**src/hdl/swtn_pkg.sv**
```systemverilog
`timescale 1ns / 1ps
package swtn_pkg;

   localparam int JOINT_W    = 5;
   localparam int WEIGHT_W   = 16;
   localparam int NORM_W     = 17;
   localparam int CNT_OUT_W  = 3;
   localparam int OUT_SLOTS  = 4;
   localparam int REQ_DATA_W = 24;
   localparam int RSP_DATA_W = 96;

   typedef struct packed {
      logic                valid;
      logic [JOINT_W-1:0]  joint;
      logic [WEIGHT_W-1:0] weight;
   } slot_type;

   typedef struct packed {
      logic [WEIGHT_W-1:0] min;
      logic                found;
      logic                prev_valid;
   } chain_type;

   typedef struct packed {
      logic                load;
      logic                clear;
      logic                full;
      logic [JOINT_W-1:0]  joint;
      logic [WEIGHT_W-1:0] weight;
      logic [WEIGHT_W-1:0] min;
   } cmd_type;

endpackage

```
**src/hdl/swtn_cell.sv**
```systemverilog
`timescale 1ns / 1ps
module swtn_cell (
   input  logic                clock,
   input  logic                reset,
   input  swtn_pkg::cmd_type   cmd,
   input  swtn_pkg::chain_type fwd_in,
   output swtn_pkg::chain_type fwd_out,
   input  swtn_pkg::slot_type  nxt_in,
   output swtn_pkg::slot_type  slot_out
);

   logic                          valid_ff, valid_in;
   logic [swtn_pkg::JOINT_W-1:0]  joint_ff, joint_in;
   logic [swtn_pkg::WEIGHT_W-1:0] weight_ff, weight_in;
   logic                          hit;
   logic                          fill_here;

   assign hit       = cmd.full && (weight_ff == cmd.min) && !fwd_in.found;
   assign fill_here = !valid_ff && fwd_in.prev_valid;

   assign fwd_out.min        = (weight_ff < fwd_in.min) ? weight_ff : fwd_in.min;
   assign fwd_out.found      = fwd_in.found || hit;
   assign fwd_out.prev_valid = valid_ff;

   assign slot_out.valid  = valid_ff;
   assign slot_out.joint  = joint_ff;
   assign slot_out.weight = weight_ff;

   always_comb begin
      valid_in  = valid_ff;
      joint_in  = joint_ff;
      weight_in = weight_ff;
      if (cmd.clear) begin
         valid_in = 1'b0;
      end else if (cmd.load) begin
         if (!cmd.full) begin
            if (fill_here) begin
               valid_in  = 1'b1;
               joint_in  = cmd.joint;
               weight_in = cmd.weight;
            end
         end else if (fwd_out.found) begin
            valid_in  = nxt_in.valid;
            joint_in  = nxt_in.joint;
            weight_in = nxt_in.weight;
         end
      end
   end

   always_ff @(posedge clock) begin
      if (reset) begin
         valid_ff <= 1'b0;
      end else begin
         valid_ff <= valid_in;
      end
   end

   always_ff @(posedge clock) begin
      joint_ff  <= joint_in;
      weight_ff <= weight_in;
   end

endmodule

```
**src/hdl/swtn_div.sv**
```systemverilog
`timescale 1ns / 1ps
module swtn_div #(
   parameter int SUM_W = 19
) (
   input  logic                          clock,
   input  logic                          reset,
   input  logic                          start,
   input  logic [swtn_pkg::WEIGHT_W-1:0] dividend,
   input  logic [SUM_W-1:0]              divisor,
   output logic                          done,
   output logic [swtn_pkg::NORM_W-1:0]   quotient
);

   localparam int STEP_W = $clog2(swtn_pkg::NORM_W);

   logic                        busy_ff, busy_in;
   logic                        done_ff, done_in;
   logic [STEP_W-1:0]           step_ff, step_in;
   logic [SUM_W:0]              rem_ff, rem_in;
   logic [SUM_W-1:0]            div_ff, div_in;
   logic [swtn_pkg::NORM_W-1:0] quo_ff, quo_in;
   logic                        ge;
   logic [SUM_W:0]              diff;

   assign ge   = rem_ff >= {1'b0, div_ff};
   assign diff = ge ? (rem_ff - {1'b0, div_ff}) : rem_ff;

   always_comb begin
      busy_in = busy_ff;
      done_in = 1'b0;
      step_in = step_ff;
      rem_in  = rem_ff;
      div_in  = div_ff;
      quo_in  = quo_ff;
      if (start) begin
         busy_in = 1'b1;
         step_in = '0;
         rem_in  = (SUM_W+1)'(dividend);
         div_in  = divisor;
         quo_in  = '0;
      end else if (busy_ff) begin
         rem_in  = {diff[SUM_W-1:0], 1'b0};
         quo_in  = {quo_ff[swtn_pkg::NORM_W-2:0], ge};
         step_in = step_ff + 1'b1;
         if (step_ff == STEP_W'(swtn_pkg::NORM_W - 1)) begin
            busy_in = 1'b0;
            done_in = 1'b1;
         end
      end
   end

   always_ff @(posedge clock) begin
      if (reset) begin
         busy_ff <= 1'b0;
         done_ff <= 1'b0;
      end else begin
         busy_ff <= busy_in;
         done_ff <= done_in;
      end
   end

   always_ff @(posedge clock) begin
      step_ff <= step_in;
      rem_ff  <= rem_in;
      div_ff  <= div_in;
      quo_ff  <= quo_in;
   end

   assign done     = done_ff;
   assign quotient = quo_ff;

endmodule

```
**src/hdl/skin_weight_top4_normalizer.sv**
```systemverilog
`timescale 1ns / 1ps
// A new request is accepted only in idle, after the cell row update for the previous one.
// A request marked last then waits for the response slot to be free and runs the
// shared 17-step restoring divider once per kept influence before the response shows.
// A vertex with no influences skips the divider; its response shows with a zero count.
// Reset (synchronous, active high) empties the cell row, count, sum and response.
module skin_weight_top4_normalizer #(
   parameter int MAX_INFLUENCES = 4,
   parameter int JOINT_SLOTS    = 32
) (
   input  logic                            clock,
   input  logic                            reset,
   input  logic                            req_tvalid,
   output logic                            req_tready,
   // joint_index [4:0], weight [20:5], zero [23:21]
   input  logic [swtn_pkg::REQ_DATA_W-1:0] req_tdata,
   input  logic                            req_tlast,
   output logic                            rsp_tvalid,
   input  logic                            rsp_tready,
   // index_0..index_3 [19:0], norm_0..norm_3 [87:20], influence_count [90:88], zero [95:91]
   output logic [swtn_pkg::RSP_DATA_W-1:0] rsp_tdata
);

   localparam int CNT_W  = $clog2(MAX_INFLUENCES + 1);
   localparam int SUM_W  = swtn_pkg::WEIGHT_W + CNT_W;
   localparam int SLOT_W = $clog2(swtn_pkg::OUT_SLOTS + 1);
   localparam int OSEL_W = $clog2(swtn_pkg::OUT_SLOTS);

   localparam logic [2:0] ST_IDLE      = 3'd0;
   localparam logic [2:0] ST_UPD       = 3'd1;
   localparam logic [2:0] ST_WAIT      = 3'd2;
   localparam logic [2:0] ST_DIV_START = 3'd3;
   localparam logic [2:0] ST_DIV_RUN   = 3'd4;

   logic [2:0]                    state_ff, state_in;
   logic [swtn_pkg::JOINT_W-1:0]  joint_ff, joint_in;
   logic [swtn_pkg::WEIGHT_W-1:0] weight_ff, weight_in;
   logic                          last_ff, last_in;
   logic                          keep_ff, keep_in;
   logic [swtn_pkg::WEIGHT_W-1:0] min_ff;
   logic [CNT_W-1:0]              count_ff, count_in;
   logic [SUM_W-1:0]              sum_ff, sum_in;
   logic [SLOT_W-1:0]             slot_ff, slot_in;

   logic                          rsp_valid_ff, rsp_valid_in;
   logic [swtn_pkg::JOINT_W-1:0]  idx_ff [swtn_pkg::OUT_SLOTS];
   logic [swtn_pkg::JOINT_W-1:0]  idx_in [swtn_pkg::OUT_SLOTS];
   logic [swtn_pkg::NORM_W-1:0]   norm_ff [swtn_pkg::OUT_SLOTS];
   logic [swtn_pkg::NORM_W-1:0]   norm_in [swtn_pkg::OUT_SLOTS];
   logic [swtn_pkg::CNT_OUT_W-1:0] cnt_ff, cnt_in;

   swtn_pkg::cmd_type   cmd;
   swtn_pkg::chain_type chain [MAX_INFLUENCES+1];
   swtn_pkg::slot_type  slots [MAX_INFLUENCES];
   swtn_pkg::slot_type  nxt   [MAX_INFLUENCES];
   swtn_pkg::slot_type  out_slot [swtn_pkg::OUT_SLOTS];
   logic [MAX_INFLUENCES-1:0] valid_vec;

   logic                          full;
   logic                          drop;
   logic                          req_fire;
   logic                          out_free;
   logic                          div_start;
   logic                          div_done;
   logic [swtn_pkg::NORM_W-1:0]   div_q;
   logic [CNT_W+2:0]              cnt_wide;
   swtn_pkg::slot_type            sel_slot;

   assign full      = count_ff == CNT_W'(MAX_INFLUENCES);
   assign drop      = full && (weight_ff < min_ff);
   assign req_tready = state_ff == ST_IDLE;
   assign req_fire  = req_tvalid && req_tready;
   assign out_free  = !rsp_valid_ff || rsp_tready;
   assign cnt_wide  = (CNT_W+3)'(count_ff);
   assign sel_slot  = out_slot[slot_ff[OSEL_W-1:0]];
   assign div_start = (state_ff == ST_DIV_START) &&
                      (slot_ff < SLOT_W'(swtn_pkg::OUT_SLOTS)) && sel_slot.valid;

   assign cmd.load   = (state_ff == ST_UPD) && keep_ff && !drop;
   assign cmd.clear  = (state_ff == ST_DIV_START) && !div_start;
   assign cmd.full   = full;
   assign cmd.joint  = joint_ff;
   assign cmd.weight = weight_ff;
   assign cmd.min    = min_ff;

   assign chain[0].min        = '1;
   assign chain[0].found      = 1'b0;
   assign chain[0].prev_valid = 1'b1;

   for (genvar i = 0; i < MAX_INFLUENCES; i++) begin : g_cell
      if (i < MAX_INFLUENCES - 1) begin : g_mid
         assign nxt[i] = slots[i+1];
      end else begin : g_end
         assign nxt[i].valid  = 1'b1;
         assign nxt[i].joint  = joint_ff;
         assign nxt[i].weight = weight_ff;
      end
      assign valid_vec[i] = slots[i].valid;
      swtn_cell u_cell (
         .clock    (clock),
         .reset    (reset),
         .cmd      (cmd),
         .fwd_in   (chain[i]),
         .fwd_out  (chain[i+1]),
         .nxt_in   (nxt[i]),
         .slot_out (slots[i])
      );
   end

   for (genvar k = 0; k < swtn_pkg::OUT_SLOTS; k++) begin : g_out
      if (k < MAX_INFLUENCES) begin : g_used
         assign out_slot[k] = slots[k];
      end else begin : g_none
         assign out_slot[k] = '0;
      end
   end

   swtn_div #(
      .SUM_W (SUM_W)
   ) u_div (
      .clock    (clock),
      .reset    (reset),
      .start    (div_start),
      .dividend (sel_slot.weight),
      .divisor  (sum_ff),
      .done     (div_done),
      .quotient (div_q)
   );

   always_comb begin
      state_in     = state_ff;
      joint_in     = joint_ff;
      weight_in    = weight_ff;
      last_in      = last_ff;
      keep_in      = keep_ff;
      count_in     = count_ff;
      sum_in       = sum_ff;
      slot_in      = slot_ff;
      rsp_valid_in = rsp_valid_ff && !rsp_tready;
      idx_in       = idx_ff;
      norm_in      = norm_ff;
      cnt_in       = cnt_ff;
      unique case (state_ff)
         ST_IDLE: begin
            if (req_fire) begin
               joint_in  = req_tdata[swtn_pkg::JOINT_W-1:0];
               weight_in = req_tdata[swtn_pkg::JOINT_W +: swtn_pkg::WEIGHT_W];
               last_in   = req_tlast;
               keep_in   = (req_tdata[swtn_pkg::JOINT_W +: swtn_pkg::WEIGHT_W] != '0) &&
                           (32'(req_tdata[swtn_pkg::JOINT_W-1:0]) < JOINT_SLOTS);
               state_in  = ST_UPD;
            end
         end
         ST_UPD: begin
            if (cmd.load) begin
               if (full) begin
                  sum_in = sum_ff + SUM_W'(weight_ff) - SUM_W'(min_ff);
               end else begin
                  sum_in   = sum_ff + SUM_W'(weight_ff);
                  count_in = count_ff + 1'b1;
               end
            end
            state_in = last_ff ? ST_WAIT : ST_IDLE;
         end
         ST_WAIT: begin
            if (out_free) begin
               for (int k = 0; k < swtn_pkg::OUT_SLOTS; k++) begin
                  idx_in[k]  = out_slot[k].valid ? out_slot[k].joint : '0;
                  norm_in[k] = '0;
               end
               cnt_in   = cnt_wide[swtn_pkg::CNT_OUT_W-1:0];
               slot_in  = '0;
               state_in = ST_DIV_START;
            end
         end
         ST_DIV_START: begin
            if (div_start) begin
               state_in = ST_DIV_RUN;
            end else begin
               rsp_valid_in = 1'b1;
               count_in     = '0;
               sum_in       = '0;
               state_in     = ST_IDLE;
            end
         end
         ST_DIV_RUN: begin
            if (div_done) begin
               norm_in[slot_ff[OSEL_W-1:0]] = div_q;
               slot_in  = slot_ff + 1'b1;
               state_in = ST_DIV_START;
            end
         end
         default: begin
            state_in = ST_IDLE;
         end
      endcase
   end

   always_ff @(posedge clock) begin
      if (reset) begin
         state_ff     <= ST_IDLE;
         count_ff     <= '0;
         sum_ff       <= '0;
         rsp_valid_ff <= 1'b0;
      end else begin
         state_ff     <= state_in;
         count_ff     <= count_in;
         sum_ff       <= sum_in;
         rsp_valid_ff <= rsp_valid_in;
      end
   end

   always_ff @(posedge clock) begin
      joint_ff  <= joint_in;
      weight_ff <= weight_in;
      last_ff   <= last_in;
      keep_ff   <= keep_in;
      min_ff    <= chain[MAX_INFLUENCES].min;
      slot_ff   <= slot_in;
      idx_ff    <= idx_in;
      norm_ff   <= norm_in;
      cnt_ff    <= cnt_in;
   end

   assign rsp_tvalid = rsp_valid_ff;
   assign rsp_tdata  = {5'd0, cnt_ff,
                        norm_ff[3], norm_ff[2], norm_ff[1], norm_ff[0],
                        idx_ff[3], idx_ff[2], idx_ff[1], idx_ff[0]};

   a_count_max: assert property (@(posedge clock) disable iff (reset)
      count_ff <= CNT_W'(MAX_INFLUENCES))
      else $error("kept count above limit");

   a_valid_count: assert property (@(posedge clock) disable iff (reset)
      $countones(valid_vec) == 32'(count_ff))
      else $error("cell valid bits disagree with kept count");

   a_div_sum: assert property (@(posedge clock) disable iff (reset)
      div_start |-> (sum_ff != '0))
      else $error("divide started with zero sum");

   a_rsp_rise: assert property (@(posedge clock) disable iff (reset)
      $rose(rsp_tvalid) |-> $past(state_ff == ST_DIV_START))
      else $error("response raised outside divide finish");

   a_cmd_excl: assert property (@(posedge clock) disable iff (reset)
      !(cmd.load && cmd.clear))
      else $error("cell row loaded and cleared together");

endmodule
```
**config.mk**
```make
export PLATFORM = sky130hd
export DESIGN_NAME = skin_weight_top4_normalizer
export DESIGN_NICKNAME = d
export VERILOG_FILES = /design/src/hdl/swtn_pkg.sv /design/src/hdl/swtn_cell.sv /design/src/hdl/swtn_div.sv /design/src/hdl/skin_weight_top4_normalizer.sv
export SDC_FILE = /design/constraint.sdc
export NUM_CORES = 1
export LEC_CHECK = 0
export BUFFER_PORTS_ARGS = -buffer_cell sky130_fd_sc_hd__clkbuf_2
export CAP_MARGIN = 15
export CORE_MARGIN = 2
export CORE_UTILIZATION = 25
export DETAILED_ROUTE_END_ITERATION = 8
export PLACE_DENSITY = 0.37
export SYNTH_ARGS = -nofsm -noshare
export SYNTH_HDL_FRONTEND = slang
export SYNTH_SLANG_ARGS = --single-unit
```
**constraint.sdc**
```tcl
create_clock -name clock -period 8.7 [get_ports clock]
set_clock_uncertainty 0.1 [all_clocks]
set_input_delay 0.87 -clock clock [delete_from_list [all_inputs] [get_ports clock]]
set_output_delay 0.87 -clock clock [all_outputs]
set_load 0.005 [all_outputs]
```
; Word level (Yosys, flattened, before mapping)
; Cells that the tools add are included.
[totals]
reg_bits = 310
latch_bits = 0
mem_bits_rw = 0
rom_bits = 0
mem_count = 0
[classes]
add_sub_neg = 6
multipliers = 0
n_div = 0
n_lt_le_gt_ge = 9
eq_ne = 21
shifts = 0
muxes = 74
n_bitwise = 3
reduce_logical = 57
[op_table]
columns = operator, count
row1 = $mux 16, 18
row2 = $mux 68, 2
row3 = $pmux 68 s2, 1
row4 = $mux 19, 4
row5 = $bwmux 68, 1
row6 = $eq 16x16->1, 4
row7 = $lt 16x16->1, 4
row8 = $mux 5, 12
row9 = $bmux 22 s2, 1
row10 = $mux 22, 2
row11 = $pmux 19 s2, 1
row12 = $demux 17 s2, 1
row13 = $mux 3, 9
row14 = $ge 20x19->1, 1
row15 = $reduce_and 4->1, 5
row16 = $add 19x16->19, 1
row17 = $logic_and 1x1->1, 19
row18 = $sub 19x16->19, 1
row19 = $sub 19x19->19, 1
row20 = $reduce_and 3->1, 6
row21 = $mux 1, 17
row22 = $mux 17, 1
row23 = $lt 16x16->1 const B, 1
row24 = $reduce_bool 16->1, 1
row25 = other kinds (23), 56

; Longest topological paths before layout
; Gate-level depths: netlist of the first run.
[logic_depth]
depth_word = 13
ltp_mapped = 32

; By module
; Synthesis of the first run repeated with hierarchy kept, for this count alone.
[unflattened]
hier_cells = 1742
hier_area_um2 = 19389.8
[by_module_without_submodules]
columns = mod, n_inst, cells_each, area_each_um2, seq_area_each_um2
row1 = skin_weight_top4_normalizer, 1, 780, 8758.4, 4354.2
row2 = swtn_cell, 4, 152, 1774.2, 650.6
row3 = swtn_div, 1, 354, 3534.6, 1611.5

; Worst setup path before layout of the first run
; OpenSTA, ideal clock, no wires.
[synth_timing]
path_kind = register -> register
start = reg g_cell[1].u_cell.weight_ff[9] in the netlist's numbering
end = reg min_ff[10] in the netlist's numbering
t_arrival_ps = 5891
required_time_ps = 8479
slack_ps = 2588
path_stages_with_launch = 31
path_buffers = 4
period_less_slack_ps = 6112
cell_sequence = edfxtp_1 > ha_1 > a211oi_2 > nor2_1 > a2111o_1 > a211oi_2 > nor2_2 > buf_2 > mux2i_1 > ha_1 > a21o_1 > a21o_1 > a21oi_1 > nor3_1 > a2111oi_0 > o21ai_0 > and2b_1 > buf_4 > buf_6 > mux2_1 > ha_1 > a21o_1 > a21o_1 > a21oi_1 > nor2_1 > a211oi_1 > o21ai_0 > nor3_1 > a21oi_4 > buf_4 > mux2i_1
[synth_rtl]
columns = item, line
row1 = from (decl), swtn_cell.sv:14  ; logic [swtn_pkg::WEIGHT_W-1:0] weight_ff, weight_in;
row2 = from (signal assigned), swtn_cell.sv:60  ; weight_ff <= weight_in;
row3 = to (signal assigned), skin_weight_top4_normalizer.sv:218  ; min_ff <= chain[MAX_INFLUENCES].min;
row4 = to (decl), skin_weight_top4_normalizer.sv:40  ; logic [swtn_pkg::WEIGHT_W-1:0] min_ff;

==> summary.txt, run 1 <==
Routing
  • DRC errors left: 0
  • Iter 0 DRT Violations: 804
  • Vias: 12.7k
  • Routed length per instance: 20.0 um
  • Antenna Violating Nets Remaining: 0
  • Routed via count divided by cell count: 4.61
  • Iteration count of the initial detailed-routing pass: 5
  • Total wirelength of the detailed-routed design: 54.9 mm

Final layout
  • Number of antenna diodes: 0
  • Layout overhead on the synthesized area: 17.2%
  • Nets@finish: 1920
  • Final design area excluding fillers: 20800 um^2
  • Share of final-layout standard cells stronger than drive strength 1: 14.2%
  • Layout Utilization: 29.7%

STA
  • Peak Freq: 133 MHz
  • Final-report setup violation count: 0
  • Final WS setup: 1160 ps
  • Final number of max-transition violations: 0
  • Final min period: 7540 ps
  • Slew Limit Headroom: 28.8%
  • Slew at the pin closest to its max-slew limit: 1040 ps
  • Unrepaired setup endpoints after global routing: no
  • Fin Setup TNS: 0 ps
  • Period Utilization, post-route: 86.7%
  • Number of endpoints with negative hold slack in the final report: 0

Yosys
  • Synthesized-area fraction occupied by and/or/nand/nor cells: 12.9%
  • Share of the yosys chip area belonging to registers: 48.4%
  • Synthesis Warnings: 0
  • Ys flop type: edfxtp_1
  • Area fraction in compound gates after synthesis: 10.1%
  • Mux cell area share after synthesis: 10.6%
  • Cell area after technology mapping: 17700 um^2
  • Register bit count reported by yosys: 310
  • Synth area leader: edfxtp_1
  • Cells after synthesis: 1667
  • Syn avg cell area: 10.6 um^2
  • Synth top area share: 40.0%
  • XOR/XNOR share of the synthesized area: 5.24%
  • Number of enable flip-flop cells after synthesis: 236
  • Largest cells by area after synthesis: edfxtp_1 (40%), dfxtp_1 (8.4%), ha_1 (8.2%)
  • Number of distinct library cells after synthesis: 70
  • FFs w/ async S/R, synth: 0%
  • Adder-cell area share of the yosys netlist: 8.60%
  • Combinational family with the most area after synthesis: simple AND/OR/NAND/NOR gates

Global route
  • Vias in the first global route: 12.9k
  • Leftover overflow at the end of global routing: 0
  • Total global-route track usage: 14.9%
  • Pin count of the biggest net entering global routing: 78
  • Initial antenna violation count: 0
  • First-pass GRT wire length: 82.9 mm

Clock network
  • Clock Path Buffers: 3
  • Total number of clock tree sinks: 310
  • Clk root buf: clkbuf_16
  • Skew-Pair Late Insertion Delay: 590 ps
  • Post-CTS setup buffer count: 0
  • Number of resized instances in the post-cts repair step: 0
  • H-tree lvl count: 2
  • TritonCTS clock tree: yes
  • Cts hold-fix bufs: 0
  • Post-CTS clock slew at the launch and capture registers of the worst setup and hold paths: 60 ps
  • Clock buffer count from CTS: 40

Placed design
  • Area of placed instances: 19400 um^2
  • Final weighted congestion of routability-driven global placement: 0.840
  • Detailed placer's ending HPWL: 39.3 mm
  • Port Buf Inserts: 118
  • Pre-CTS worst setup slack: 1160 ps

Setup path
  • Max Fanout on Critical Path: 9
  • Arrival time of data at the critical path endpoint: 7890 ps
  • CP Class: reg -> reg
  • Longest individual stage delay on the worst path: 560 ps
  • Register-to-register path setup slack: 1160 ps
  • Data required time at the worst endpoint: 9050 ps
  • Nature of the critical path endpoint: register
  • Type of element launching the critical path: register
  • Crit-path slowest cell: o21ai_0

Power
  • Overall power consumption: 3940 uW
  • Peak VDD IR: 125 uV
  • Leak pwr: 0.00823 uW
  • Total power density per cell area: 190 nW/um^2

Die
  • Starting density of the core: 25.3%
  • Placement Rows: 97
  • Die X: 270 um
  • Chip Height: 270 um
  • Die footprint: 73000 um^2
  • Boundary Pins: 127
  • Placeable core area: 70000 um^2

Job
  • Max-capacitance violation count: 0

Outcome
  • Outcome: finished, final reports clean

Hold path
  • Type of the worst min-delay path: in -> reg
[cell usage in the layout, fill, tap and decap left out, types with 7 or more instances in the layout]
master	count
edfxtp_1	236
nor2_1	164
nand2_1	147
mux2i_1	134
clkbuf_2	118
ha_1	116
inv_1	98
a21oi_1	86
o21ai_0	80
dfxtp_1	73
xor2_1	62
xnor2_1	44
clkbuf_16	40
a21o_1	27
and2_1	26
buf_4	26
nand4_1	23
nand3_1	21
nor2b_1	20
nor4_1	19
nor3_1	18
mux4_2	16
nand2b_1	15
a211oi_1	13
o21a_1	12
clkbuf_1	11
clkinv_2	10
mux2_2	9
o31ai_1	8
or3_1	7
[path summary, 6_finish.rpt]
| check | from | end | depth (start not counted) |
|---|---|---|---|
| worst max register to register | g_cell[1].u_cell.weight_ff[13]$_DFFE_PP_ | min_ff[15]$_DFF_P_ | 27 |
| worst max-delay path | g_cell[1].u_cell.weight_ff[13]$_DFFE_PP_ | min_ff[15]$_DFF_P_ | 27 |
| worst min register to register | joint_ff[4]$_DFFE_PP_ | g_cell[3].u_cell.joint_ff[4]$_DFFE_PP_ | 0 |
| worst min-delay path | req_tlast | last_ff$_DFFE_PP_ | 1 |
[logic make-up after synthesis]
kind of cell	after synthesis
adders and majority gates	120
xor gates and xnor gates	106
muxes	165
AOI/OAI and AO/OA	286
other	1
DFF	310
and+or+nand+nor	495
buffers and inverters	184
[through the flow]
step / hold slack (ps) / instances
CTS: 310 / 2744
floorplan: 326 / 1671
global placement: 341 / 2670
finish: 355 / 2744
global route: 326 / 2744
detailed placement: 342 / 2670
[power by group]
part / switching (uW) / total [uW] / internal (uW)
combinational: 289 / 494 / 205
sequential: 54.6 / 1700 / 1640
clock: 698 / 1750 / 1050
total: 1040 / 3940 / 2900
[sequential cells by signal (all words and copies together), names as in the netlist, 3 cells and up]
register,count
g_cell.u_cell.valid_ff,4
min_ff,16
u_div.rem_ff,20
u_div.div_ff,19
cnt_ff,3
count_ff,3
slot_ff,3
sum_ff,19
u_div.step_ff,5
rsp_tdata,88
u_div.quotient,17
joint_ff,5
g_cell.u_cell.joint_ff,20
state_ff,3
weight_ff,16
g_cell.u_cell.weight_ff,64
[routing by layer]
| metal | part of all wire [%] | track usage [%] | wire length [um] |
|---|---|---|---|
| met4 | 2.0 | 3.94 | 1120 |
| met2 | 45 | 23.4 | 24600 |
| met5 | 0 | 0 | 0 |
| met1 | 47 | 20.7 | 26000 |
| met3 | 5.8 | 2.93 | 3190 |
[critical path, delay by kind of cell, from the launching register on]
| family | cells | cell delay (ps) |
|---|---|---|
| AO/OA/AOI/OAI | 12 | 3020 |
| multiplexers | 3 | 730 |
| buffers and inverters | 3 | 640 |
| flip-flops | 1 | 490 |
| AND/OR/NAND/NOR | 6 | 1490 |
| adder cells (fa/ha/maj) | 3 | 940 |
[cell usage after synthesis, types with 4 or more instances]
master,count
a211oi_1,14
nand2_1,148
a311oi_1,4
o31ai_1,8
buf_1,12
o2111ai_1,4
a31oi_1,5
and2_1,27
dfxtp_1,74
edfxtp_1,236
xnor2_1,44
nor2_1,167
nor2b_1,20
a2111oi_0,6
nand2b_1,15
o211ai_1,5
clkbuf_1,62
o21a_1,12
nand3_1,21
mux2_1,5
nor4_1,20
nand3b_1,5
nor3_1,18
or3_1,7
and3_1,6
a21boi_0,6
mux2i_1,134
ha_1,116
or2_2,5
a21oi_1,88
nand4_1,23
xor2_1,62
a21o_1,27
nand4b_1,4
mux2_2,9
mux4_2,16
buf_4,7
inv_1,99
o21ai_0,80
[layout make-up]
type | count | area (um^2)
multi-input combinational | 1177 | 8500
fill | 7345 | 49300
clock buffer | 52 | 1060
timing repair buffer | 144 | 786
clock inverter | 22 | 309
tap | 940 | 1180
inverter | 99 | 372
sequential | 310 | 8570
Note: power is estimated with default switching activity, not from simulation.
==> run 2, diff against run 1 <==
Clock period 8.7 ns to 7 ns, I/O delays scaled along.
==> summary.txt, run 2 (synthesis results as in run 1) <==
Die
  • Boundary Pins: 127
  • Die footprint: 73000 um^2
  • Placeable core area: 70000 um^2
  • Die X: 270 um
  • Chip Height: 270 um
  • Starting density of the core: 25.3%
  • Placement Rows: 97

Clock network
  • Total number of clock tree sinks: 310
  • Skew-Pair Late Insertion Delay: 590 ps
  • H-tree lvl count: 2
  • Post-CTS clock slew at the launch and capture registers of the worst setup and hold paths: 60 ps
  • Clock Path Buffers: 3
  • Clk root buf: clkbuf_16
  • Clock buffer count from CTS: 41
  • TritonCTS clock tree: yes

Placed design
  • Final weighted congestion of routability-driven global placement: 0.899
  • Detailed placer's ending HPWL: 40.7 mm
  • Port Buf Inserts: 118

Setup path
  • Type of element launching the critical path: register
  • Nature of the critical path endpoint: register
  • Most frequent cell on the critical path: buf_4
  • Capture instance of the worst register-to-register path: min_ff[4]$_DFF_P_
  • Crit-path slowest cell: a2111o_1
  • Longest individual stage delay on the worst path: 450 ps
  • Cells on worst reg2reg path: 31
  • CP Class: reg -> reg
  • Data required time at the worst endpoint: 7400 ps
  • Max Fanout on Critical Path: 14
  • Arrival time of data at the critical path endpoint: 7150 ps
  • Setup crit start: g_cell[1].u_cell.weight_ff[6]$_DFFE_PP_
  • Startpoint of the worst register-to-register path: g_cell[1].u_cell.weight_ff[6]$_DFFE_PP_
  • Register-to-register path setup slack: 250 ps
  • Critical Path Sink: min_ff[4]$_DFF_P_

Outcome
  • Outcome: finished, final reports clean

Routing
  • DRC errors left: 0
  • Routed via count divided by cell count: 4.59
  • Routed length per instance: 19.9 um
  • Antenna Violating Nets Remaining: 0
  • Iteration count of the initial detailed-routing pass: 5
  • Iter 0 DRT Violations: 879
  • Total wirelength of the detailed-routed design: 55.8 mm
  • Vias: 12.9k

STA
  • Final min period: 6750 ps
  • Number of endpoints with negative hold slack in the final report: 0
  • Peak Freq: 148 MHz
  • Fin Setup TNS: 0 ps
  • Final number of max-transition violations: 0
  • Slew at the pin closest to its max-slew limit: 1080 ps
  • Period Utilization, post-route: 96.5%
  • Final-report setup violation count: 0
  • Slew Limit Headroom: 27.9%

Final layout
  • Most common library cell in the layout ignoring fill and taps: edfxtp_1
  • Layout overhead on the synthesized area: 19.3%
  • Max FFs per register: 88
  • Share of final-layout standard cells stronger than drive strength 1: 16.9%
  • Number of antenna diodes: 0
  • Nets@finish: 1978
  • Commonest cells after routing, fill and taps aside: edfxtp_1 (236), nor2_1 (164), nand2_1 (147)

Global route
  • Layer with the highest usage after global routing: met2
  • Total global-route track usage: 15.2%
  • Leftover overflow at the end of global routing: 0
  • Pin count of the biggest net entering global routing: 69
  • Vias in the first global route: 13.4k
  • Met1 usage: 20.8%
  • Global-route track usage on met3: 2.98%
  • First-pass GRT wire length: 84.7 mm
  • Initial antenna violation count: 1
  • Fraction of met2 tracks used by global routing: 24.4%

Power
  • Peak VDD IR: 164 uV
  • Overall power consumption: 4720 uW
  • Total power density per cell area: 223 nW/um^2
  • Leak pwr: 0.00844 uW

Job
  • Max-capacitance violation count: 0

Hold path
  • Type of the worst min-delay path: in -> reg
-- run 2: cell types whose count changed in the layout (fill, tap and decap cells not counted), moves of 4 or more --
cell	before	now
bufinv_16	6	0
clkinv_1	1	6
buf_4	26	82
clkinv_2	10	6
clkbuf_1	11	15
-- run 2: worst min path at each step --
stage	from	to	slack (ps)	cells after the start
floorplan	joint_ff[0]$_DFFE_PP_	g_cell[3].u_cell.joint_ff[0]$_DFFE_PP_	330	0
global placement	joint_ff[0]$_DFFE_PP_	g_cell[3].u_cell.joint_ff[0]$_DFFE_PP_	340	0
detailed placement	joint_ff[0]$_DFFE_PP_	g_cell[3].u_cell.joint_ff[0]$_DFFE_PP_	330	0
CTS	req_tdata[2]	joint_ff[2]$_DFFE_PP_	180	1
global route	req_tdata[0]	joint_ff[0]$_DFFE_PP_	180	1
finish	req_tdata[2]	joint_ff[2]$_DFFE_PP_	210	1
-- run 2: metal layers --
layer | vias to the layer above | wire length [um]
li1 | 6309 | -
met1 | 6254 | 26500
met2 | 233 | 25300
met3 | 60 | 2710
met4 | 0 | 1370
met5 | - | 0
-- run 2: timing repair --
action	CTS	global route
pin swaps	0	3
hold buffers	0	0
setup endpoints to repair	15	16
gates resized for setup	3	10
setup buffers	0	5
-- run 2: stage by stage --
step	worst slack, ps	instance area (um^2)	hold slack (ps)	instances	util [%]
floorplan	888	17700	326	1671	-
global placement	-67.7	19800	340	2722	28.3
detailed placement	-148	19800	334	2722	28.3
CTS	16.7	21100	177	2797	30.1
global route	-3.58	21100	180	2802	30.2
finish	247	21100	210	2802	30.2
-- run 2: worst max-delay path, delay by kind of cell (launching register included) --
family / cells / cell delay (ps)
multiplexers: 3 / 690
AND/OR/NAND/NOR: 8 / 1190
adder cells (fa/ha/maj): 3 / 880
AO/OA/AOI/OAI: 11 / 2340
flip-flops: 1 / 400
buffers and inverters: 6 / 1030
-- run 2: layout make-up --
cell class | instances | area, um^2
Clock buffer | 57 | 1100
Multi-Input combinational cell | 1177 | 8540
Tap cell | 940 | 1180
Sequential cell | 310 | 8570
Timing Repair Buffer | 201 | 1230
Inverter | 99 | 372
Fill cell | 7314 | 48900
Clock inverter | 18 | 141
-- run 2: report_power, final --
group | internal, uW | switching [uW] | total, uW | leakage (uW)
clock network | 1110 | 859 | 1970 | 0.000592
registers | 2040 | 64.9 | 2110 | 0.00278
logic | 277 | 368 | 645 | 0.00507
total | 3430 | 1290 | 4720 | 0.00844
